File: src/hw/rtl/tlf_pkg.sv
// Shared types, character codes and configuration constants for the text line
// number and escape formatter. No dependencies; every module of the block imports it.
`timescale 1ns / 1ps

package tlf_pkg;

    // Number of decimal digits in a printed line number.
    localparam int NUMBER_DIGITS = 6;
    localparam int NUM_W         = 4 * NUMBER_DIGITS;
    localparam int DIG_W         = (NUMBER_DIGITS > 1) ? $clog2(NUMBER_DIGITS) : 1;

    // Depth of the command queue between the front and back parts.
    localparam int QUEUE_DEPTH = 4;
    localparam int QPTR_W      = $clog2(QUEUE_DEPTH);
    localparam int QCNT_W      = $clog2(QUEUE_DEPTH + 1);

    // Character codes.
    localparam logic [7:0] CH_NL        = 8'h0A;
    localparam logic [7:0] CH_TAB       = 8'h09;
    localparam logic [7:0] CH_SPACE     = 8'h20;
    localparam logic [7:0] CH_ZERO      = 8'h30;
    localparam logic [7:0] CH_CARET     = 8'h5E;
    localparam logic [7:0] CH_DOLLAR    = 8'h24;
    localparam logic [7:0] CH_UPPER_I   = 8'h49;
    localparam logic [7:0] CH_QMARK     = 8'h3F;
    localparam logic [7:0] CH_DEL       = 8'h7F;
    localparam logic [7:0] CTRL_LIMIT   = 8'h20;
    localparam logic [7:0] CARET_OFFSET = 8'h40;

    // Numbering modes. The unused code behaves as no numbering.
    localparam logic [1:0] NUM_OFF      = 2'd0;
    localparam logic [1:0] NUM_ALL      = 2'd1;
    localparam logic [1:0] NUM_NONBLANK = 2'd2;

    // Configuration register indexes.
    localparam int CFG_IDX_W = 3;
    localparam int CFG_DATA_W = 2;
    typedef enum logic [CFG_IDX_W-1:0] {
        CFG_NUMBER_MODE      = 3'd0,
        CFG_SQUEEZE_BLANK    = 3'd1,
        CFG_SHOW_ENDS        = 3'd2,
        CFG_SHOW_TABS        = 3'd3,
        CFG_SHOW_NONPRINTING = 3'd4
    } t_cfg_idx;

    typedef struct packed {
        logic [1:0] number_mode;
        logic       squeeze_blank;
        logic       show_ends;
        logic       show_tabs;
        logic       show_nonprinting;
    } t_cfg;

    // One classified input byte, as handed from the front to the back.
    typedef struct packed {
        logic             has_num;
        logic [NUM_W-1:0] number_bcd;
        logic             pre_valid;
        logic [7:0]       pre_byte;
        logic [7:0]       main_byte;
    } t_cmd;

    // Queue status.
    typedef struct packed {
        logic full;
        logic empty;
    } t_q_stat;

endpackage

File: src/hw/rtl/tlf_front.sv
// Front part of the formatter: accepts input beats, tracks line state and the
// BCD line counter, and turns each byte into a command. Depends on tlf_pkg.
`timescale 1ns / 1ps

module tlf_front (
    input  logic           i_clk,
    input  logic           i_rst_n,
    input  tlf_pkg::t_cfg  i_cfg,
    input  logic           i_valid,
    output logic           o_ready,
    input  logic [7:0]     i_text_byte,
    input  logic           i_new_file,
    input  tlf_pkg::t_q_stat i_q_stat,
    output logic           o_push,
    output tlf_pkg::t_cmd  o_cmd
);
    import tlf_pkg::*;

    function automatic logic [NUM_W-1:0] bcd_inc(input logic [NUM_W-1:0] v);
        logic             all9;
        logic             carry;
        logic [3:0]       d;
        logic [NUM_W-1:0] res;
        all9 = 1'b1;
        for (int i = 0; i < NUMBER_DIGITS; i++) begin
            if (v[4*i +: 4] != 4'd9) begin
                all9 = 1'b0;
            end
        end
        carry = !all9;
        res   = v;
        for (int i = 0; i < NUMBER_DIGITS; i++) begin
            d = v[4*i +: 4];
            if (carry) begin
                if (d >= 4'd9) begin
                    res[4*i +: 4] = 4'd0;
                end else begin
                    res[4*i +: 4] = d + 4'd1;
                    carry         = 1'b0;
                end
            end
        end
        return res;
    endfunction

    logic [NUM_W-1:0] r_num, n_num;
    logic             r_start, n_start;
    logic             r_prev, n_prev;

    logic             accept;
    logic [NUM_W-1:0] eff_num;
    logic             eff_start, eff_prev;
    logic             is_nl, is_tab, display, drop, has_num;

    assign o_ready = !i_q_stat.full;
    assign accept  = i_valid && o_ready;

    always_comb begin
        eff_num   = i_new_file ? NUM_W'(1) : r_num;
        eff_start = i_new_file || r_start;
        eff_prev  = i_new_file ? 1'b0 : r_prev;
        is_nl     = (i_text_byte == CH_NL);
        is_tab    = (i_text_byte == CH_TAB);
        display   = i_cfg.show_nonprinting || i_cfg.show_ends || i_cfg.show_tabs;
        drop      = eff_start && is_nl && i_cfg.squeeze_blank && eff_prev;
        if (is_nl) begin
            has_num = eff_start && !drop && (i_cfg.number_mode == NUM_ALL);
        end else begin
            has_num = eff_start && ((i_cfg.number_mode == NUM_ALL) ||
                                    (i_cfg.number_mode == NUM_NONBLANK));
        end

        // Character escape classification.
        o_cmd.has_num    = has_num;
        o_cmd.number_bcd = eff_num;
        o_cmd.pre_valid  = 1'b0;
        o_cmd.pre_byte   = CH_CARET;
        o_cmd.main_byte  = i_text_byte;
        if (is_nl) begin
            o_cmd.pre_valid = i_cfg.show_ends;
            o_cmd.pre_byte  = CH_DOLLAR;
        end else if (is_tab) begin
            if (i_cfg.show_tabs) begin
                o_cmd.pre_valid = 1'b1;
                o_cmd.main_byte = CH_UPPER_I;
            end
        end else if (display && (i_text_byte < CTRL_LIMIT)) begin
            o_cmd.pre_valid = 1'b1;
            o_cmd.main_byte = i_text_byte + CARET_OFFSET;
        end else if (display && (i_text_byte == CH_DEL)) begin
            o_cmd.pre_valid = 1'b1;
            o_cmd.main_byte = CH_QMARK;
        end

        // Line state update.
        n_num   = r_num;
        n_start = r_start;
        n_prev  = r_prev;
        if (accept) begin
            n_num   = has_num ? bcd_inc(eff_num) : eff_num;
            n_start = eff_start;
            n_prev  = eff_prev;
            if (eff_start) begin
                if (is_nl) begin
                    if (!drop) begin
                        n_prev = 1'b1;
                    end
                end else begin
                    n_prev  = 1'b0;
                    n_start = 1'b0;
                end
            end else if (is_nl) begin
                n_start = 1'b1;
                n_prev  = 1'b0;
            end
        end
    end

    assign o_push = accept && !drop;

    always_ff @(posedge i_clk) begin
        if (!i_rst_n) begin
            r_num   <= NUM_W'(1);
            r_start <= 1'b1;
            r_prev  <= 1'b0;
        end else begin
            r_num   <= n_num;
            r_start <= n_start;
            r_prev  <= n_prev;
        end
    end

endmodule

File: src/hw/rtl/tlf_queue.sv
// Short command queue between the front and back parts of the formatter.
// Depends on tlf_pkg for the command type and depth.
`timescale 1ns / 1ps

module tlf_queue (
    input  logic              i_clk,
    input  logic              i_rst_n,
    input  logic              i_push,
    input  tlf_pkg::t_cmd     i_cmd,
    input  logic              i_pop,
    output tlf_pkg::t_cmd     o_head,
    output tlf_pkg::t_q_stat  o_stat
);
    import tlf_pkg::*;

    t_cmd              r_mem [QUEUE_DEPTH];
    logic [QPTR_W-1:0] r_wr_ptr, r_rd_ptr;
    logic [QCNT_W-1:0] r_count;

    assign o_head       = r_mem[r_rd_ptr];
    assign o_stat.full  = (r_count == QCNT_W'(QUEUE_DEPTH));
    assign o_stat.empty = (r_count == '0);

    always_ff @(posedge i_clk) begin
        if (i_push) begin
            r_mem[r_wr_ptr] <= i_cmd;
        end
    end

    always_ff @(posedge i_clk) begin
        if (!i_rst_n) begin
            r_wr_ptr <= '0;
            r_rd_ptr <= '0;
            r_count  <= '0;
        end else begin
            if (i_push) begin
                r_wr_ptr <= r_wr_ptr + QPTR_W'(1);
            end
            if (i_pop) begin
                r_rd_ptr <= r_rd_ptr + QPTR_W'(1);
            end
            case ({i_push, i_pop})
                2'b10:   r_count <= r_count + QCNT_W'(1);
                2'b01:   r_count <= r_count - QCNT_W'(1);
                default: r_count <= r_count;
            endcase
        end
    end

endmodule

File: src/hw/rtl/tlf_back.sv
// Back part of the formatter: expands the command at the queue head into
// output bytes and holds them in the output register. Depends on tlf_pkg.
`timescale 1ns / 1ps

module tlf_back (
    input  logic              i_clk,
    input  logic              i_rst_n,
    input  tlf_pkg::t_cmd     i_head,
    input  tlf_pkg::t_q_stat  i_q_stat,
    output logic              o_pop,
    output logic              o_valid,
    input  logic              i_ready,
    output logic [7:0]        o_data,
    output logic              o_last
);
    import tlf_pkg::*;

    typedef enum logic [3:0] {
        BS_DIGIT = 4'b0001,
        BS_TAB   = 4'b0010,
        BS_PRE   = 4'b0100,
        BS_MAIN  = 4'b1000
    } t_bstate;

    localparam logic [DIG_W-1:0] LAST_DIG = DIG_W'(NUMBER_DIGITS - 1);

    t_bstate          r_state, n_state, cur_state;
    logic             r_active, n_active;
    logic [DIG_W-1:0] r_dig, n_dig, cur_dig;
    logic             r_seen, n_seen, cur_seen;
    logic             r_out_valid;
    logic [7:0]       r_out_data, n_out_data;
    logic             r_out_last, n_out_last;

    logic             load;
    logic [3:0]       digit;
    logic             show_digit;

    assign load = (!r_out_valid || i_ready) && !i_q_stat.empty;

    always_comb begin
        if (r_active) begin
            cur_state = r_state;
        end else if (i_head.has_num) begin
            cur_state = BS_DIGIT;
        end else if (i_head.pre_valid) begin
            cur_state = BS_PRE;
        end else begin
            cur_state = BS_MAIN;
        end
        cur_dig  = r_active ? r_dig : LAST_DIG;
        cur_seen = r_active && r_seen;

        digit      = i_head.number_bcd[{cur_dig, 2'b00} +: 4];
        show_digit = cur_seen || (digit != 4'd0) || (cur_dig == '0);

        n_state    = cur_state;
        n_active   = r_active;
        n_dig      = cur_dig;
        n_seen     = cur_seen;
        n_out_data = r_out_data;
        n_out_last = r_out_last;
        o_pop      = 1'b0;

        if (load) begin
            n_active   = 1'b1;
            n_out_last = 1'b0;
            case (cur_state)
                BS_DIGIT: begin
                    n_out_data = show_digit ? (CH_ZERO + {4'd0, digit}) : CH_SPACE;
                    n_seen     = show_digit;
                    if (cur_dig == '0) begin
                        n_state = BS_TAB;
                    end else begin
                        n_dig = cur_dig - DIG_W'(1);
                    end
                end
                BS_TAB: begin
                    n_out_data = CH_TAB;
                    n_state    = i_head.pre_valid ? BS_PRE : BS_MAIN;
                end
                BS_PRE: begin
                    n_out_data = i_head.pre_byte;
                    n_state    = BS_MAIN;
                end
                BS_MAIN: begin
                    n_out_data = i_head.main_byte;
                    n_out_last = 1'b1;
                    n_active   = 1'b0;
                    o_pop      = 1'b1;
                end
                default: begin
                    n_active = 1'b0;
                end
            endcase
        end
    end

    always_ff @(posedge i_clk) begin
        if (!i_rst_n) begin
            r_state     <= BS_MAIN;
            r_active    <= 1'b0;
            r_dig       <= '0;
            r_seen      <= 1'b0;
            r_out_valid <= 1'b0;
        end else begin
            r_state  <= n_state;
            r_active <= n_active;
            r_dig    <= n_dig;
            r_seen   <= n_seen;
            if (load) begin
                r_out_valid <= 1'b1;
            end else if (i_ready) begin
                r_out_valid <= 1'b0;
            end
        end
    end

    always_ff @(posedge i_clk) begin
        r_out_data <= n_out_data;
        r_out_last <= n_out_last;
    end

    assign o_valid = r_out_valid;
    assign o_data  = r_out_data;
    assign o_last  = r_out_last;

endmodule

File: src/hw/rtl/text_line_number_and_escape_formatter_top.sv
// Top level of the text line number and escape formatter: configuration
// registers plus the front, queue and back parts. Depends on tlf_pkg and all tlf_ modules.
`timescale 1ns / 1ps

// The block takes one text byte per input beat on the s_axis channel, with
// tuser set on the first byte of a new file, and gives formatted bytes on the
// m_axis channel, tlast marking the final output beat caused by an input byte.
// A line start may emit six right-justified digits and a tab before the byte;
// escapes emit a caret pair, show-ends emits a dollar sign before a newline.
// A squeezed empty line gives no output beat at all.
// The front part classifies a byte in the cycle it is accepted and writes one
// command into a four-entry queue; the back part expands it into 1 to 9 beats,
// one per cycle while the receiver is ready, into the output register. An input
// beat goes into the queue and from there into the output register. Throughput is
// one input beat per cycle for bytes that give one output beat, while the receiver
// is ready; the back part pops a command with its last beat. Input is accepted
// while the queue has room, so a stalled receiver only blocks the input once four
// commands are waiting. Reset (synchronous, active low) clears all configuration
// to zero, sets the line number to one and marks the start of a line; the queue
// is emptied. Configuration is written through i_cfg_we, i_cfg_idx and i_cfg_wdata;
// the user must write it only while idle, which the block does not enforce.

module text_line_number_and_escape_formatter_top (
    input  logic                             i_clk,
    input  logic                             i_rst_n,
    input  logic                             i_cfg_we,
    input  logic [tlf_pkg::CFG_IDX_W-1:0]    i_cfg_idx,
    input  logic [tlf_pkg::CFG_DATA_W-1:0]   i_cfg_wdata,
    input  logic                             i_s_axis_tvalid,
    output logic                             o_s_axis_tready,
    input  logic [7:0]                       i_s_axis_tdata,  // [7:0] text_byte
    input  logic                             i_s_axis_tuser,  // [0] new_file
    output logic                             o_m_axis_tvalid,
    input  logic                             i_m_axis_tready,
    output logic [7:0]                       o_m_axis_tdata,  // [7:0] out_byte
    output logic                             o_m_axis_tlast
);
    import tlf_pkg::*;

    t_cfg    r_cfg;
    logic    w_push;
    logic    w_pop;
    t_cmd    w_cmd;
    t_cmd    w_head;
    t_q_stat w_q_stat;

    // Configuration registers; writes to unknown indexes are ignored.
    always_ff @(posedge i_clk) begin
        if (!i_rst_n) begin
            r_cfg <= '0;
        end else if (i_cfg_we) begin
            case (i_cfg_idx)
                CFG_NUMBER_MODE:      r_cfg.number_mode      <= i_cfg_wdata[1:0];
                CFG_SQUEEZE_BLANK:    r_cfg.squeeze_blank    <= i_cfg_wdata[0];
                CFG_SHOW_ENDS:        r_cfg.show_ends        <= i_cfg_wdata[0];
                CFG_SHOW_TABS:        r_cfg.show_tabs        <= i_cfg_wdata[0];
                CFG_SHOW_NONPRINTING: r_cfg.show_nonprinting <= i_cfg_wdata[0];
                default:              r_cfg <= r_cfg;
            endcase
        end
    end

    // Front: line state, counter and classification of each accepted byte.
    tlf_front u_front (
        .i_clk       (i_clk),
        .i_rst_n     (i_rst_n),
        .i_cfg       (r_cfg),
        .i_valid     (i_s_axis_tvalid),
        .o_ready     (o_s_axis_tready),
        .i_text_byte (i_s_axis_tdata),
        .i_new_file  (i_s_axis_tuser),
        .i_q_stat    (w_q_stat),
        .o_push      (w_push),
        .o_cmd       (w_cmd)
    );

    // Queue decoupling the two parts.
    tlf_queue u_queue (
        .i_clk   (i_clk),
        .i_rst_n (i_rst_n),
        .i_push  (w_push),
        .i_cmd   (w_cmd),
        .i_pop   (w_pop),
        .o_head  (w_head),
        .o_stat  (w_q_stat)
    );

    // Back: expansion of each command into output beats.
    tlf_back u_back (
        .i_clk    (i_clk),
        .i_rst_n  (i_rst_n),
        .i_head   (w_head),
        .i_q_stat (w_q_stat),
        .o_pop    (w_pop),
        .o_valid  (o_m_axis_tvalid),
        .i_ready  (i_m_axis_tready),
        .o_data   (o_m_axis_tdata),
        .o_last   (o_m_axis_tlast)
    );

`ifndef NO_ASSERTIONS
    // The front never writes into a full queue.
    a_no_push_full: assert property (@(posedge i_clk) disable iff (!i_rst_n)
        w_push |-> !w_q_stat.full)
        else $error("command written into a full queue");

    // The back never takes a command from an empty queue.
    a_no_pop_empty: assert property (@(posedge i_clk) disable iff (!i_rst_n)
        w_pop |-> !w_q_stat.empty)
        else $error("command taken from an empty queue");

    // After reset no output beat is offered.
    a_reset_idle: assert property (@(posedge i_clk)
        !i_rst_n |=> !o_m_axis_tvalid)
        else $error("output valid right after reset");
`endif

endmodule
File: config.mk
export PLATFORM = sky130hd
export DESIGN_NAME = text_line_number_and_escape_formatter_top
export DESIGN_NICKNAME = d
export VERILOG_FILES = /design/src/hw/rtl/tlf_pkg.sv /design/src/hw/rtl/tlf_front.sv /design/src/hw/rtl/tlf_queue.sv /design/src/hw/rtl/tlf_back.sv /design/src/hw/rtl/text_line_number_and_escape_formatter_top.sv
export SDC_FILE = /design/constraint.sdc
export NUM_CORES = 1
export LEC_CHECK = 0
export ABC_AREA = 1
export BUFFER_PORTS_ARGS = -buffer_cell sky130_fd_sc_hd__buf_2
export CAP_MARGIN = 20
export CORE_MARGIN = 2
export CORE_UTILIZATION = 67
export DETAILED_ROUTE_END_ITERATION = 8
export PLACE_DENSITY = 0.85
export SETUP_SLACK_MARGIN = 0.05
export SLEW_MARGIN = 5
export SYNTH_ARGS = -nofsm -noshare
export SYNTH_HDL_FRONTEND = slang
export SYNTH_SLANG_ARGS = --single-unit
export TNS_END_PERCENT = 30
File: constraint.sdc
create_clock -name i_clk -period 4.92 [get_ports i_clk]
set_clock_uncertainty 0.05 [all_clocks]
set_input_delay 0.738 -clock i_clk [delete_from_list [all_inputs] [get_ports i_clk]]
set_output_delay 0.738 -clock i_clk [all_outputs]
set_load 0.05 [all_outputs]
### Yosys cells after proc, flatten, opt, wreduce, memory -nomap -nowiden

Memories as Yosys holds them, arrays and structs flattened. A register that Yosys moved wholly into a read port is not among the register bits.
Cells that the tools add are included.
Widths: inputs -> output; s select.

* register bits: 58
* bits in latches: 0
* memory bits (writable): 164
* memory bits (read-only): 0
* input port bits: 19
* output and inout bits: 11
* memories kept: 1

Memories
* u_queue.r_mem: depth 4, width 41, read ports 1, clocked after memory_dff 1, write ports 1, line tlf_queue.sv:16 `t_cmd r_mem [QUEUE_DEPTH];`

* add/sub/neg operators: 13
* multipliers: 0
* div/mod/pow operators: 0
* $lt $le $gt $ge: 7
* equality and inequality tests: 22
* shift-type cells: 1
* mux-type cells: 78
* bitwise gates (word level): 0
* reductions and logical operators: 38

Operators with widths (count)
* $mux 4: 17
* $mux 24: 2
* $mux 8: 6
* $mux 1: 43
* $pmux 8 s4: 1
* $add 4x1->4 const B: 6
* $ge 4x4->1 const B: 6
* $ne 4x4->1 const B: 6
* $shiftx 24x6->4: 1
* $eq 8x4->1 const B: 2
* $logic_and 1x1->1: 12
* $mux 3: 4
* $pmux 4 s3: 1
* $reduce_and 2->1: 6
* $logic_not 3->1: 3
* $add 8x7->8 const B: 1
* $eq 8x7->1 const B: 1
* $lt 8x6->1 const B: 1
* $reduce_bool 4->1: 2
* $add 6x4->7 const A: 1
* $logic_or 1x1->1: 7
* $mux 7: 1
* $eq 3x2->1 const B: 2
* $eq 3x3->1 const B: 2
* other kinds (15): 25

### Depth between registers and ports, before layout

Gate-level depths: netlist of the first run.

* depth after elaboration: 23
* gate-level depth with buffers: 17

### Cells and area by module

From an unflattened synthesis of the first run, not the netlist that was laid out.

* cells, all modules: 1090
* area total of the unflattened synthesis: 10794.1 um2

By module, submodules not included
* tlf_queue: times used 1, cells each 463, area an instance 6656.4 um2
* tlf_front: times used 1, cells each 395, area an instance 2497.4 um2
* tlf_back: times used 1, cells each 185, area an instance 1343.8 um2
* text_line_number_and_escape_formatter_top: times used 1, cells each 47, area an instance 296.5 um2

### Worst setup path before layout of the first run

Ideal clock, no wire load.

* kind: input to register
* from: input i_s_axis_tdata[6]
* to: memory u_queue.r_mem[0][0] (netlist name) (enable)
* library setup time: 0.429 ns
* data arrival time: 2.881 ns
* setup slack: 1.560 ns
* cell stages on the path: 7
* path buffers: 0
* path through: inv_1 ha_1 inv_1 nor3_4 nand2_4 o31ai_2 nor2_1

* longest elaborated chain between the ends: 8

RTL lines
* start: declaration: line text_line_number_and_escape_formatter_top.sv:31 `input logic [7:0] i_s_axis_tdata,`
* $eq 8x4->1: line tlf_front.sv:62 `is_nl = (i_text_byte == CH_NL);`
* $logic_and 1x1->1 (3 in series): line tlf_front.sv:65 `drop = eff_start && is_nl && i_cfg.squeeze_blank && eff_prev;`
* $logic_not 1->1: line tlf_front.sv:119 `assign o_push = accept && !drop;`
* $logic_and 1x1->1: line tlf_front.sv:119
* $mux 1: line tlf_queue.sv:25 `if (i_push) begin`
* $mux 1 (implied by the code): line tlf_queue.sv:26 `r_mem[r_wr_ptr] <= i_cmd;`
* end: declaration: line tlf_queue.sv:16

No other way between the ends.

==> results of run 1 <==
layout make-up:
class / instances / area [um^2] / share of cell area, %
flip-flops and latches: 204 / 5620 / 52.7
multi-input cells: 645 / 3380 / 31.7
clock inverters: 13 / 169 / 1.59
inverters: 108 / 408 / 3.83
clock buffers: 23 / 543 / 5.10
well taps: 180 / 225 / 2.11
repair buffers: 41 / 313 / 2.94
kinds of logic after synthesis:
logic type | share of synthesized area (%)
AO/OA/AOI/OAI | 10.8
XOR/XNOR | 0.274
AND/OR/NAND/NOR | 19.9
adder cells (fa/ha/maj) | 4.00
buffers and inverters | 6.39
flip-flops | 58.6
path summary, 6_finish.rpt:
check	endpoint	slack, ns	depth (start not counted)
max	u_queue.r_count[2]	1.49	16
min	r_cfg[0]	0.40	2
max reg2reg	u_queue.r_count[2]	1.49	16
min reg2reg	r_cfg[0]	0.40	2
stage by stage:
step	std cells	setup WS [ns]	hold slack, ns
after CTS	1212	1.31	0.405
after floorplan	999	1.56	0.374
final	1214	1.49	0.398
after global routing	1214	1.16	0.426
after global placement	1173	1.44	0.393
after detailed placement	1176	1.37	0.394
routing by layer:
metal | GRT usage (%) | share of wire, % | vias up
li1 | - | - | 3424
met4 | 12.1 | 3.0 | 0
met1 | 41.8 | 40 | 3463
met3 | 6.55 | 9.8 | 71
met5 | 0 | 0 | -
met2 | 47.9 | 47 | 427
Yosys cell counts, types with 5 or more instances:
cell type  number
a21oi_1        47
clkbuf_1       23
inv_1          98
o22ai_1        17
edfxtp_1      153
buf_2          13
nor3_1          9
nand2_2         7
nor2_1        140
nand3_1        57
nand3_2         5
o21ai_1         6
nor2_2          5
nand4_1         9
ha_1           29
inv_2           8
dfxtp_1        51
nand2_1       182
o21ai_0        86
o211ai_1        8
flip-flops by register name, summed over array words and instances (netlist names), named ones only:
name              cells
u_back.r_dig          3
u_queue.r_rd_ptr      2
u_queue.r_mem       144
u_back.o_last         1
u_back.o_data         8
u_front.r_num        24
u_back.r_active       1
u_back.o_valid        1
u_back.r_seen         1
u_queue.r_count       3
u_front.r_prev        1
r_cfg                 6
u_front.r_start       1
u_queue.r_wr_ptr      2
u_back.r_state        4
critical path, cell delays in order, from the launching register on:
cell and delay, ns:
dfxtp_2 0.34, buf_4 0.59, nand2_1 0.10, nand3_1 0.12, nand2_1 0.10, nand2_2 0.11, o21ai_4 0.08, nor3_4 0.42
nand2_2 0.19, inv_2 0.12, ha_1 0.14, inv_1 0.07, fa_1 0.37, a21oi_1 0.15, o21ai_0 0.11, o21ai_0 0.16
a21oi_1 0.07
power breakdown:
part	internal, mW	total (mW)	switching, mW
Combinational	0.227	0.855	0.628
Sequential	1.99	2.03	0.0452
Clock	1.00	1.65	0.649
Total	3.22	4.54	1.32
==> flow_metrics.tcl, run 1 <==
set metrics [dict create \
    drc_errors 0 \
    nFillCells 843 \
    place_area_mm2 0.00989 \
    track_usage_pct 30.5 \
    max_freq_mhz 291 \
    netlist_area_mm2 0.00958 \
    ys_seq_elements 204 \
    synth_cell_types 48 \
    worstMarginPinSlew_ns 0.718 \
    rsz0062_at_grt "no" \
    cp-end-kind "flop" \
    yosys_warnings 0 \
    wire_per_inst_um 18.7 \
    power_leakage_nw 4.19 \
    fp.coreArea_mm2 0.0139 \
    finalSetupViolCount 0 \
    synth_edf_count 153 \
    hp-class "flop to flop" \
    cp.required_ns 5.24 \
    clock_path_buffers 3 \
    yosysSeqAreaShare_pct 58.6 \
    drt_first_iter_violations 822 \
    cts_tree "built" \
    port_buffers 29 \
    dieArea_mm2 0.0153 \
    die_y_um 124 \
    syn_to_final_growth_pct 11.2 \
    grt_max_degree 74 \
    layout-drive-gt1-share_pct 12.2 \
    finalCritPeriodShare_pct 69.8 \
    path_clk_slew_ns 0.07 \
    cts_made_buffers 21 \
    tns_ns 0 \
    layout_min_cycle_time_ns 3.43 \
    syn_nets 1048 \
    grt_overflow 0 \
    finalNetCount 1070 \
    status "complete, no violations" \
    worst-path-max-fanout 73 \
    cts_hold_buf 0 \
    async_reset_ff_share_pct 0 \
    ys.flop_type "edfxtp_1" \
    initial_core_util_pct 68.7 \
    grt_pass1_wl_um 35700 \
    maxCapViolations 0 \
    antenna_found_initial 0 \
    hold_violations 0 \
    p_total_mw 4.54 \
    finalWeightedCongestion 0.876 \
    syn_area_per_cell_um2 9.59 \
    arrival_ns 3.75 \
    powerDensity_mw_per_mm2 426 \
    cts-root-buf "clkbuf_16" \
    worstSetupPathType "flop to flop" \
    final_cell_mix "182 x nand2_1, 153 x edfxtp_1, 136 x nor2_1" \
    yosysTopAreaCell "edfxtp_1" \
    post_cts_buffers 0 \
    detail-route-antenna-nets 0 \
    synthCells 999 \
    finish.instance_area_mm2 0.0107 \
    final_util_pct 76.5 \
    synth_area_leaders "edfxtp_1 48%, dfxtp_1 11%, nand2_1 7.1%" \
    slew_headroom_pct 52.1 \
    vias_per_cell 6.08 \
    clkLatencyLatePin_ns 0.49 \
    synth_top_area_share_pct 48.0 \
    report.final.slew_viol_count 0 \
    wl_um 22700 \
    diodes 0 \
    grt_pass1_vias 6945 \
    first_pass_iters 5 \
    final_common_cell "nand2_1" \
    start_kind "flop" \
    fp-row-count 43 \
    die_w_um 124 \
    ctsResizeCount 0 \
    htree_levels 1 \
    dp_hpwl_um 13100 \
    ioPinCount 30 \
    num_vias 7385 \
    ir_drop_mv 0.298 \
    hold_start "r_cfg[0]" \
    cts.sinks 204 \
]
Note: power is estimated with default switching activity, not from simulation.
==> run 2, diff against run 1 <==
Settings changed: CORE_UTILIZATION 67 to 62, PLACE_DENSITY 0.85 to 0.8.
Clock period 4.92 ns to 3.5 ns, I/O delays scaled along.
==> run 2 against run 1 <==
Clock power increased by 36%. Flip-flop and latch count unchanged. Total power increased by 38%. Critical path depth increased by 1. Global-route usage decreased by 5.3 points. Utilization decreased by 6.5 points. Largest cell class unchanged. Largest power group unchanged.
==> flow_metrics.tcl, run 2 (same netlist as run 1, synthesis figures left out) <==
set metrics [dict create \
    comb_power_share_pct 18.3 \
    arrival_ns 3.21 \
    hold_start "i_s_axis_tdata[2]" \
    layout_min_cycle_time_ns 2.89 \
    post_cts_buffers 0 \
    htree_levels 1 \
    min_to "u_queue.r_mem[1][2]" \
    finalCritPeriodShare_pct 82.5 \
    dp_hpwl_um 12800 \
    crit_buf_inv 3 \
    ir_drop_mv 0.453 \
    status "complete, no violations" \
    hp-class "input pin to flop" \
    multi_input_area_mm2 0.00338 \
    fp-row-count 45 \
    r2r-end "u_queue.r_count[2]" \
    grt_pass1_vias 6606 \
    drt_first_iter_violations 726 \
    layout-drive-gt1-share_pct 12.0 \
    maxCapViolations 0 \
    ioPinCount 30 \
    cp-end-kind "flop" \
    initial_core_util_pct 63.2 \
    dieArea_mm2 0.0165 \
    clock_path_buffers 3 \
    powerDensity_mw_per_mm2 590 \
    cts_made_buffers 21 \
    wl_met1_um 8880 \
    die_w_um 128 \
    timing.final.ws_setup_ns 0.611 \
    final_cell_mix "182 x nand2_1, 153 x edfxtp_1, 136 x nor2_1" \
    tns_ns 0 \
    grt_max_degree 59 \
    fp.coreArea_mm2 0.0151 \
    seq_power_share_pct 45.8 \
    worstMarginPinSlew_ns 0.685 \
    wl_met3_um 1440 \
    nFillCells 1073 \
    worstSetupPathType "flop to flop" \
    r2r_cells 17 \
    seqCellArea_mm2 0.00562 \
    cpLargestDelayFamily "simple AND/OR/NAND/NOR gates" \
    final_common_cell "nand2_1" \
    finalSetupViolCount 0 \
    vias_per_cell 5.67 \
    finalNetCount 1075 \
    slew_headroom_pct 53.9 \
    whs_path_depth 1 \
    wl_um 20400 \
    detail-route-antenna-nets 0 \
    largest_reg_flops 144 \
    pre_cts_slack_ns 0.583 \
    cts.sinks 204 \
    start_kind "flop" \
    port_buffers 29 \
    drc_errors 0 \
    internal_power_mw 4.47 \
    cts-root-buf "clkbuf_16" \
    path_clk_slew_ns 0.06 \
    hold_violations 0 \
    antenna_found_initial 0 \
    cts_tree "built" \
    cts_hold_buf 0 \
    grt_overflow 0 \
    rsz0062_at_grt "no" \
    rrSetupSlack_ns 0.61 \
    p_sw_mw 1.78 \
    first_pass_iters 5 \
    track_usage_pct 25.2 \
    top_register "u_queue.r_mem" \
    diodes 0 \
    worst-path-max-fanout 19 \
    clkLatencyLatePin_ns 0.49 \
    syn_to_final_growth_pct 10.7 \
    clockPowerShare_pct 35.9 \
    cp.required_ns 3.82 \
    top_layer_used "met4" \
    crit_path_cell_trace "inv_2 -> nand2_1 -> nand3_1 -> nand2_1 -> nand2_2 -> o21ai_2 -> nand2_1 -> nor3_4 -> nand2_2 -> inv_2 -> ha_1 -> inv_1 -> fa_1 -> a21oi_1 -> o21ai_0 -> o21ai_0 -> a21oi_1" \
    dp.cells 1191 \
    cpPeakStageDelay_ns 0.50 \
    grt_pass1_wl_um 32500 \
    cp_common_cell "nand2_1" \
    switching_share_pct 28.4 \
    die_y_um 128 \
    report.final.slew_viol_count 0 \
    num_vias 6966 \
    dr_wl_met2_um 9620 \
    max_freq_mhz 346 \
    power_leakage_nw 4.17 \
    ctsResizeCount 0 \
    finalNonFillerCells 1228 \
    wire_per_inst_um 16.6 \
    finalWeightedCongestion 0.845 \
    cp_slowest_cell "dfxtp_2" \
]
-- run 2: cell types whose count changed in the layout (fill, tap and decap cells not counted) --
cell / change
buf_4: +10
clkbuf_1: +6
buf_12: -3
clkinv_2: -3
buf_16: -2
bufinv_16: -1
clkbuf_8: +1
clkinv_1: +1
clkinv_4: -1
clkinvlp_2: -1
clkinvlp_4: -1
-- run 2: worst max path at each step --
stage / cells after the start / slack (ns) / start / end
2_1_floorplan: 6 / 0.22 / u_queue.r_count[1] / u_queue.r_mem[0][0]
3_3_place_gp: 14 / 0.66 / i_s_axis_tuser / u_front.r_num[18]
3_5_place_dp: 15 / 0.58 / i_s_axis_tuser / u_front.r_num[13]
4_1_cts: 17 / 0.62 / flop / u_queue.r_count[2]
5_1_grt: 17 / 0.31 / flop / u_queue.r_count[2]
6_report: 17 / 0.61 / flop / u_queue.r_count[2]
-- run 2: layout make-up --
class,count,area share [%]
Clock buffer,30,5.47
Tap cell,188,2.22
Inverter,108,3.85
Clock inverter,7,1.00
Sequential cell,204,53.0
Multi-Input combinational cell,645,31.9
Timing Repair Buffer,46,2.57
-- run 2: worst register-to-register path: stages (launching register included) --
cell	delay (ns)
dfxtp_2	0.50
inv_2	0.20
nand2_1	0.10
nand3_1	0.07
nand2_1	0.10
nand2_2	0.08
o21ai_2	0.08
nand2_1	0.12
nor3_4	0.20
nand2_2	0.11
inv_2	0.11
ha_1	0.15
inv_1	0.06
fa_1	0.38
a21oi_1	0.14
o21ai_0	0.10
o21ai_0	0.16
a21oi_1	0.06
-- run 2: power by group through the flow --
| stage | sequential (mW) | clock (mW) | combinational, mW |
|---|---|---|---|
| finish | 2.86 | 2.25 | 1.14 |
| global route | 2.87 | 2.36 | 1.26 |
| floorplan | 3.04 | 0 | 0.714 |
| CTS | 2.86 | 2.27 | 1.14 |
| global placement | 2.91 | 0 | 1.11 |
| detailed placement | 2.91 | 0 | 1.13 |
-- run 2: routing by layer --
| metal | vias up | global-route usage (%) |
|---|---|---|
| li1 | 3435 | - |
| met5 | - | 0 |
| met4 | 0 | 10.3 |
| met2 | 236 | 40.3 |
| met3 | 33 | 3.80 |
| met1 | 3262 | 35.0 |
-- run 2: through the flow --
stage	area [um^2]	util, %	power (mW)	hold slack, ns
detailed placement	9910	65.4	4.04	0.398
floorplan	9580	-	3.76	0.374
global placement	9910	65.4	4.02	0.399
global route	10600	70.0	6.50	0.257
finish	10600	70.0	6.25	0.246
CTS	10600	70.0	6.27	0.233
